==> src/hw/rtl/itt_pkg.sv <==
// shared types, codes and constants of the interval timer table
`timescale 1ns / 1ps
`default_nettype none

package itt_pkg;

    localparam int TIMER_SLOTS = 32;
    localparam int SLOT_W      = (TIMER_SLOTS > 1) ? $clog2(TIMER_SLOTS) : 1;
    localparam int MAX_RESULTS = 32;
    localparam int CNT_W       = $clog2(MAX_RESULTS + 1);

    localparam logic [5:0] DEFAULT_SIGNAL = 6'd14;

    // raw notify kinds of a create request
    localparam logic [2:0] KIND_SIGNAL    = 3'd0;
    localparam logic [2:0] KIND_NONE      = 3'd1;
    localparam logic [2:0] KIND_THREAD_ID = 3'd4;

    typedef enum logic [2:0] {
        CMD_CREATE  = 3'd0,
        CMD_SETTIME = 3'd1,
        CMD_DELETE  = 3'd2,
        CMD_FLUSH   = 3'd3,
        CMD_TICK    = 3'd4
    } cmd_t;

    typedef enum logic [1:0] {
        ST_OK    = 2'd0,
        ST_INVAL = 2'd1,
        ST_FULL  = 2'd2
    } status_t;

    typedef enum logic [1:0] {
        NOTE_SIGNAL = 2'd0,
        NOTE_NONE   = 2'd1,
        NOTE_THREAD = 2'd2
    } notify_t;

    typedef enum logic [2:0] {
        S_IDLE,
        S_START,
        S_READ,
        S_EVAL,
        S_FINISH
    } state_t;

    typedef struct packed {
        logic [2:0]         command;
        logic signed [31:0] timer_id;
        logic signed [31:0] clock_id;
        logic               has_notify_spec;
        logic [2:0]         notify_kind;
        logic signed [31:0] notify_signal;
        logic signed [31:0] notify_thread;
        logic [31:0]        owner_proc;
        logic [47:0]        arm_value_ms;
        logic [31:0]        repeat_ms;
        logic [47:0]        now_ms;
    } in_item_t;

    typedef struct packed {
        logic [1:0]  status;
        logic [30:0] new_id;
        logic [47:0] old_remaining_ms;
        logic [31:0] old_repeat_ms;
        logic        fire_valid;
        logic        fire_to_thread;
        logic [31:0] fire_target;
        logic [5:0]  fire_signal;
        logic        last_result;
    } out_item_t;

    typedef struct packed {
        logic [30:0] id;
        notify_t     notify;
        logic [5:0]  signal;
        logic [30:0] thread;
        logic [31:0] owner;
        logic [47:0] expire;
        logic [31:0] interval;
    } slot_rec_t;

    localparam int REC_W = $bits(slot_rec_t);

    typedef struct packed {
        logic load;
        logic quick;
        logic scan_start;
        logic apply;
        logic step;
        logic finish;
    } ctl_cmd_t;

    typedef struct packed {
        logic quick_cmd;
        logic out_free;
        logic apply_blocked;
        logic scan_done;
        logic last_slot;
    } dp_stat_t;

    function automatic logic [47:0] sat_add48(input logic [47:0] a, input logic [47:0] b);
        logic [48:0] s;
        begin
            s = {1'b0, a} + {1'b0, b};
            sat_add48 = s[48] ? '1 : s[47:0];
        end
    endfunction

endpackage

`default_nettype wire

==> src/hw/rtl/itt_ctrl.sv <==
// command sequencer of the interval timer table
`timescale 1ns / 1ps
`default_nettype none

module itt_ctrl (
    input  logic             clk,
    input  logic             rst_n,
    input  logic             in_valid,
    output logic             in_ready,
    input  itt_pkg::dp_stat_t stat,
    output itt_pkg::ctl_cmd_t cmd
);
    import itt_pkg::*;

    state_t state_reg;
    state_t state_next;

    always_ff @(posedge clk or negedge rst_n)
    begin
        if (!rst_n)
        begin
            state_reg <= S_IDLE;
        end
        else
        begin
            state_reg <= state_next;
        end
    end

    always_comb
    begin
        state_next = state_reg;
        unique case (state_reg)
            S_IDLE:
            begin
                if (in_valid)
                begin
                    state_next = S_START;
                end
            end
            S_START:
            begin
                if (!stat.quick_cmd)
                begin
                    state_next = S_READ;
                end
                else if (stat.out_free)
                begin
                    state_next = S_IDLE;
                end
            end
            S_READ:
            begin
                state_next = S_EVAL;
            end
            S_EVAL:
            begin
                if (!stat.apply_blocked)
                begin
                    if (stat.scan_done)
                    begin
                        state_next = S_IDLE;
                    end
                    else if (stat.last_slot)
                    begin
                        state_next = S_FINISH;
                    end
                    else
                    begin
                        state_next = S_READ;
                    end
                end
            end
            S_FINISH:
            begin
                if (stat.out_free)
                begin
                    state_next = S_IDLE;
                end
            end
            default:
            begin
                state_next = S_IDLE;
            end
        endcase
    end

    always_comb
    begin
        cmd      = '0;
        in_ready = 1'b0;
        unique case (state_reg)
            S_IDLE:
            begin
                in_ready = 1'b1;
                cmd.load = in_valid;
            end
            S_START:
            begin
                cmd.quick      = stat.quick_cmd && stat.out_free;
                cmd.scan_start = !stat.quick_cmd;
            end
            S_READ:
            begin
                cmd = '0;
            end
            S_EVAL:
            begin
                cmd.apply = !stat.apply_blocked;
                cmd.step  = !stat.apply_blocked && !stat.scan_done && !stat.last_slot;
            end
            S_FINISH:
            begin
                cmd.finish = stat.out_free;
            end
            default:
            begin
                cmd = '0;
            end
        endcase
    end

    // slot data is only evaluated after its read was issued
    a_eval_after_read: assert property (@(posedge clk) disable iff (!rst_n)
        state_reg == S_EVAL |-> $past(state_reg) == S_READ || $past(state_reg) == S_EVAL)
        else $error("eval without a preceding read");

    a_ready_idle: assert property (@(posedge clk) disable iff (!rst_n)
        in_ready |-> state_reg == S_IDLE)
        else $error("input ready outside idle");

    a_load_on_transfer: assert property (@(posedge clk) disable iff (!rst_n)
        cmd.load |-> in_valid && in_ready)
        else $error("load without an input transfer");

endmodule

`default_nettype wire

==> config.mk <==
export PLATFORM = sky130hd
export DESIGN_NAME = itt_ctrl
export DESIGN_NICKNAME = d
export VERILOG_FILES = /design/src/hw/rtl/itt_pkg.sv /design/src/hw/rtl/itt_ctrl.sv
export SDC_FILE = /design/constraint.sdc
export NUM_CORES = 1
export LEC_CHECK = 0
export BUFFER_PORTS_ARGS = -buffer_cell sky130_fd_sc_hd__buf_2
export CAP_MARGIN = 20
export CORE_AREA = 2 2 39 41
export DETAILED_ROUTE_END_ITERATION = 10
export DIE_AREA = 0 0 41 43
export GPL_ROUTABILITY_DRIVEN = 0
export PLACE_DENSITY = 0.37
export SLEW_MARGIN = 10
export SYNTH_ARGS = -nofsm -noshare
export SYNTH_HDL_FRONTEND = slang
export SYNTH_SLANG_ARGS = --single-unit
==> constraint.sdc <==
create_clock -name clk -period 3.23 [get_ports clk]
set_clock_uncertainty 0.2 [all_clocks]
set_input_delay 0.323 -clock clk [delete_from_list [all_inputs] [get_ports clk]]
set_output_delay 0.323 -clock clk [all_outputs]
set_load 0.02 [all_outputs]
## After elaboration in Yosys (flattened, before gate mapping)

Index checks and enable logic that the tools add are counted.

- Add/sub/neg operators: 0
- Multiply operators: 0
- Div/mod/pow operators: 0
- Order comparisons: 0
- Eq/ne operators: 6
- Shifts and indexed selects: 0
- Multiplexer cells: 12
- Bitwise gates (word level): 0
- Reduce and logical (&&, ||, !) cells: 9

Operators by type and width:

| operator | count |
|---|---|
| $mux W3 | 6 |
| $pmux W3 S5 | 1 |
| $eq A3 B2 Y1 const B | 2 |
| $logic_not A1 Y1 | 4 |
| $mux W2 | 2 |
| $ne A2 B2 Y1 const B | 2 |
| $eq A3 B1 Y1 const B | 1 |
| $eq A3 B3 Y1 const B | 1 |
| $logic_and A1 B1 Y1 | 3 |
| $logic_not A3 Y1 | 1 |
| $mux W1 | 3 |
| $reduce_and A2 Y1 | 1 |

- Bits in registers: 3
- Latch bits: 0
- Bits in writable memories: 0
- ROM bits: 0
- Word-level logic and storage cells: 28
- Memories: 0

## Depth between registers and ports, before layout

Gate-level depths: netlist of run 1.

- Depth in word-level cells: 4
- Mapped depth: 4
- Mapped depth without buffers: 3

## Worst setup path before layout of run 1

Ideal clock, no wire load.

- Path kind: register -> output
- Start: register state_reg[1]
- End: output port cmd[5] (netlist name)
- Data arrival time: 1.408 ns
- Required time: 2.707 ns
- Slack: 1.299 ns
- Cell stages (with the launch flop): 4
- Path through: dfrtp_1 clkbuf_4 nor3_1 and2_1

RTL lines:

| what | RTL line | RTL |
|---|---|---|
| from (decl) | itt_ctrl.sv:15 | `state_t state_reg;` |
| from (signal assigned) | itt_ctrl.sv:26 | `state_reg <= state_next;` |
| to (decl) | itt_ctrl.sv:11 | `output itt_pkg::ctl_cmd_t cmd` |

==> impl_metrics.toml, run 1 <==
[finish]
drive_above_1_share_pct = 46.7
n_fill_cell = 159
largest_reg_flops = 3
multiInputGateArea_um2 = 140
nNetsFinal = 54
synthToLayoutAreaGrowth_pct = 38.1
regArea_um2 = 75.1
final_core_util_pct = 25.2
n_antenna_cell = 0

[timing]
final.period_utilization_pct = 58.5
slew_viol_final = 0
tightest_slew_ns = 0.328
slew_headroom_pct = 78.1
hold_viol = 0
fmax_mhz = 529
min_period_ns = 1.89
grt_setup_unrepaired = "no"
worst_hold_slack_ns = 0.172
setup-violations-final = 0
tns_ns = 0

[cts]
cts_resized = 0
htreeDepth = 1
cts_tree = "built"
clock_latency_ns = 0.24
cts_root_buf = "clkbuf_4"
path_clk_slew_ns = 0.04
cts_buffer_depth = 2
numClockSinks = 3
cts_hold_buf = 1
post_cts_buffers = 0
cts_inserted_buffers = 3

[setup_path]
reg2reg_from = "state_reg[1]"
rr_endpoint = "state_reg[2]"
cp_max_fo = 9
rr_worst_depth = 3
required_ns = 2.71
critical_path_class = "flip-flop to output pin"
crit_path_end_kind = "output pin"
cp.arrival_ns = 1.37
cp-startpoint = "state_reg[0]"
cp-endpoint = "cmd[5]"
r2r_slack_ns = 1.49
start_kind = "flip-flop"

[logic_synthesis]
synth.area.mux_share_pct = 0
synth_cells = 29
ys_warn_count = 0
yosysTopAreaCellShare_pct = 29.7
synth_edf_count = 0
yosysTopAreaCell = "dfrtp_1"
synth_top_family_by_area = "simple AND/OR/NAND/NOR gates"
synth-seq-cells = 3
synth.avg_cell_area_um2 = 8.72
synth_xor_area_share_pct = 0
yosysMostFrequentCell = "nor3_1"
synth_fa_ha_area_share_pct = 0
synth_compound_area_share_pct = 15.3
netlist_area_um2 = 253
synth_common_cells = "6 x nor3_1, 3 x dfrtp_1"
synth_cell_types = 18
async_reset_ff_share_pct = 100
ys_seq_area_share_pct = 29.7
synth_ff_type = "dfrtp_1"
synthSimpleGateAreaFrac_pct = 40.1
synth_nets = 37
ys_top_cells_by_area = "dfrtp_1 30%, nor3_1 12%, buf_6 8.9%"

[floorplan]
start_util_pct = 18.3
die-area_mm2 = 0.00176
boundaryPins = 15
core-area_mm2 = 0.00138
rows = 14
die_x_um = 41
die_y_um = 43

[drt]
antenna_left = 0
vias = 273
drt-met1-wl_um = 263
drt-total-wl_um = 619
drt_iter0_drc = 3
met3_length_um = 37
wl_per_cell_um = 10.1
drtPass1Iterations = 4
avgViaCountPerCell = 4.48
drc = 0
dr.max_layer_used = "met4"
wl_met2_um = 303

[placed_design]
dp_hpwl_um = 450
io_buffers = 14

[power_and_ir_drop]
vdd_drop_max_mv = 0.197
p_total_w = 0.000274
leakage_nw = 0.174
power.density_mw_per_mm2 = 785

[global_routing]
grt_pass1_wl_um = 979
grt-ovfl-total = 0
grt_usage_pct = 8.86
antenna_found_initial = 0
grt_pass1_vias = 242
grt_max_degree = 12

[flow_run]
drv_cap = 0

[worst_hold_path]
hold_path.class = "primary input to flip-flop"
min_from = "in_valid"

[status]
status = "complete, no violations"
-- report_power, final --
| group | switching (W) | total, W | internal [W] |
|---|---|---|---|
| registers | 0.0000405 | 0.0000938 | 0.0000533 |
| clock network | 0.0000215 | 0.0000679 | 0.0000464 |
| logic | 0.0000604 | 0.000112 | 0.0000519 |
-- cell usage in the layout (no fill, tap or decap), types with 2 or more instances in the layout --
| cell type | count |
|---|---|
| and2_1 | 2 |
| buf_2 | 14 |
| clkbuf_4 | 3 |
| dfrtp_1 | 3 |
| inv_1 | 2 |
| nor2_1 | 2 |
| nor3_1 | 6 |
-- cells by family after synthesis --
logic type | Yosys count
AOI/OAI and AO/OA | 5
buffers and inverters | 5
DFF | 3
and+or+nand+nor | 16
-- worst min path at each step --
stage,endpoint,slack (ns),depth (start not counted)
after floorplan,state_reg[0],-0.17,0
after global placement,state_reg[0],-0.08,1
after detailed placement,state_reg[0],-0.08,1
after CTS,state_reg[2],0.16,3
after global routing,state_reg[2],0.19,3
final,state_reg[2],0.17,3
-- critical path: stages (launching register included) --
cell,delay (ns)
dfrtp_1,0.46
nor3_1,0.34
and2_1,0.17
buf_2,0.15
-- routing by layer --
| metal | GRT usage (%) | vias up |
|---|---|---|
| met5 | 0 | - |
| met4 | 10.0 | 0 |
| met3 | 3.14 | 2 |
| met2 | 10.3 | 10 |
| met1 | 11.0 | 122 |
| li1 | - | 139 |
-- per-stage QoR --
step / setup WS [ns] / cell area (um^2) / instances
2_1_floorplan: 1.30 / 253 / 29
3_3_place_gp: 1.54 / 313 / 56
3_5_place_dp: 1.50 / 313 / 56
4_1_cts: 1.33 / 349 / 61
5_1_grt: 1.20 / 349 / 61
6_report: 1.34 / 349 / 61
-- cell type report --
| cell class | count | share of cell area, % |
|---|---|---|
| multi-input cells | 21 | 40.1 |
| repair buffers | 15 | 22.9 |
| clock buffers | 4 | 7.53 |
| inverters | 2 | 2.15 |
| well taps | 16 | 5.73 |
| flip-flops and latches | 3 | 21.5 |
No activity file was read; power rests on OpenSTA's default activity.
==> inputs of run 2 (changes only) <==
Settings changed: ABC_AREA from default to 1, PLACE_DENSITY 0.37 to 0.4.
Clock period 3.23 ns to 1.66 ns, I/O delays scaled along.
==> impl_metrics.toml, run 2 <==
[drt]
wl_per_cell_um = 9.62
drc = 0
vias = 320
avgViaCountPerCell = 4.21
drtPass1Iterations = 4
antenna_left = 0
drt_iter0_drc = 8
drt-total-wl_um = 731

[floorplan]
die_x_um = 41
boundaryPins = 15
rows = 14
core-area_mm2 = 0.00138
die-area_mm2 = 0.00176
die_y_um = 43
start_util_pct = 19.0

[finish]
synthToLayoutAreaGrowth_pct = 47.1
n_fill_cell = 158
nNetsFinal = 69
n_antenna_cell = 0
largest_reg_flops = 3
final_common_cell = "buf_2"
layout.cells.non_filler = 76
final_cell_mix = "14 x buf_2, 9 x nand2_1, 8 x nor2_1"
drive_above_1_share_pct = 46.7

[logic_synthesis]
synth_cell_types = 14
synth_edf_count = 0
ys_top_cells_by_area = "dfrtp_1 29%, nand2_1 13%, nor2_1 11%"
synth_fa_ha_area_share_pct = 0
synth.avg_cell_area_um2 = 6.41
synth_common_cells = "9 x nand2_1, 8 x nor2_1, 4 x inv_1, 4 x nand3_1, 3 x dfrtp_1"
yosysTopAreaCell = "dfrtp_1"
synth_xor_area_share_pct = 0
ys_seq_area_share_pct = 28.6
synthSimpleGateAreaFrac_pct = 56.7
synth-seq-cells = 3
synth_top_family_by_area = "simple AND/OR/NAND/NOR gates"
synth_cells = 41
synth.area.mux_share_pct = 0
yosysTopAreaCellShare_pct = 28.6
async_reset_ff_share_pct = 100
ys_warn_count = 0
synth_compound_area_share_pct = 1.90
synth_ff_type = "dfrtp_1"
yosysMostFrequentCell = "nand2_1"
netlist_area_um2 = 263
synth_nets = 49

[timing]
fmax_mhz = 638
hold_viol = 0
min_period_ns = 1.57
timing.final.ws_setup_ns = 0.0930
setup-violations-final = 0
final.period_utilization_pct = 94.4
slew_headroom_pct = 84.6
tns_ns = 0
grt_setup_unrepaired = "no"
tightest_slew_ns = 0.229
slew_viol_final = 0

[power_and_ir_drop]
power.density_mw_per_mm2 = 1550
p_seq_share_pct = 25.8
leakage_nw = 0.232
clockPowerShare_pct = 20.7
p_sw_share_pct = 48.3
p_int_w = 0.000311
pwr-share-comb_pct = 53.6
switchingPower_w = 0.000290
vdd_drop_max_mv = 0.427

[placed_design]
io_buffers = 14
dp_hpwl_um = 567
dp.cells = 70
place_ws_ns = 0.228

[setup_path]
cp_slowest_cell = "dfrtp_2"
cp_cell_sequence = "inv_2 -> nand2_1 -> nor3_1 -> buf_2"
start_kind = "flip-flop"
crit_path_end_kind = "output pin"
critical_path_class = "flip-flop to output pin"
required_ns = 1.29
cp.arrival_ns = 1.20
max_stage_delay_ns = 0.45
cp_max_fo = 7

[global_routing]
grt_usage_pct = 10.1
grt-ovfl-total = 0
antenna_found_initial = 0
grt_max_degree = 11
grt_pass1_vias = 294
grt_pass1_wl_um = 1170

[cts]
htreeDepth = 1
path_clk_slew_ns = 0.04
cts_root_buf = "clkbuf_4"
cts_buffer_depth = 2
cts_inserted_buffers = 3
cts_tree = "built"
clock_latency_ns = 0.23
numClockSinks = 3

[worst_hold_path]
hold_path.class = "primary input to flip-flop"

[status]
status = "complete, no violations"

[flow_run]
drv_cap = 0
[run 2: what timing repair did]
action,CTS,global route
setup endpoints to repair,1,4
hold buffers,1,0
hold endpoints to repair,3,0
setup buffers,0,1
pin swaps,0,0
resized for setup,1,3
[run 2: path summary, 6_finish.rpt]
path	from	endpoint	slack, ns	cells past startpoint
setup reg to reg	state_reg[1]	state_reg[1]	0.30	7
max in group asynchronous	rst_n	state_reg[0]	1.07	2
hold / removal	stat[0]	state_reg[2]	0.02	3
setup / recovery	state_reg[2]	cmd[5]	0.09	4
min in group asynchronous	rst_n	state_reg[1]	0.07	2
hold reg to reg	state_reg[2]	state_reg[2]	0.45	2
[run 2: critical path: cells and delay by family (launching register included)]
kind                   cells  cell delay [ns]
buffers and inverters      2             0.30
AND/OR/NAND/NOR            2             0.23
flip-flops                 1             0.45
[run 2: layer usage]
layer	share of wire, %	up-vias	track usage, %
met5	0	-	0
met4	0	0	8.00
met3	7.7	0	3.14
met2	43	11	13.4
met1	49	133	12.7
li1	-	176	-
[run 2: per-stage QoR]
step           power, W  hold WS [ns]  utilization [%]  cell area [um^2]
3_3_place_gp   0.000458        -0.234             24.7               342
5_1_grt        0.000675        0.0419             27.9               387
4_1_cts        0.000595        0.0208             27.4               379
6_report       0.000601        0.0225             27.9               387
2_1_floorplan  0.000390        -0.330                -               263
3_5_place_dp   0.000458        -0.233             24.7               342
[run 2: kinds of logic after synthesis]
kind of cell           after synthesis
buffers and inverters                7
AOI/OAI and AO/OA                    1
and+or+nand+nor                     30
DFF                                  3
[run 2: cell type report]
class	instances	area [um^2]	area share, %
clock buffers	4	26.3	6.80
well taps	16	20.0	5.18
inverters	6	22.5	5.83
flip-flops and latches	3	78.8	20.4
repair buffers	16	85.1	22.0
multi-input cells	31	154	39.8
[run 2: power by group through the flow]
stage	Sequential (W)	Clock, W	Combinational (W)
floorplan	0.000126	0	0.000264
global placement	0.000159	0	0.000300
detailed placement	0.000160	0	0.000299
CTS	0.000161	0.000133	0.000301
global route	0.000163	0.000137	0.000375
finish	0.000155	0.000124	0.000322
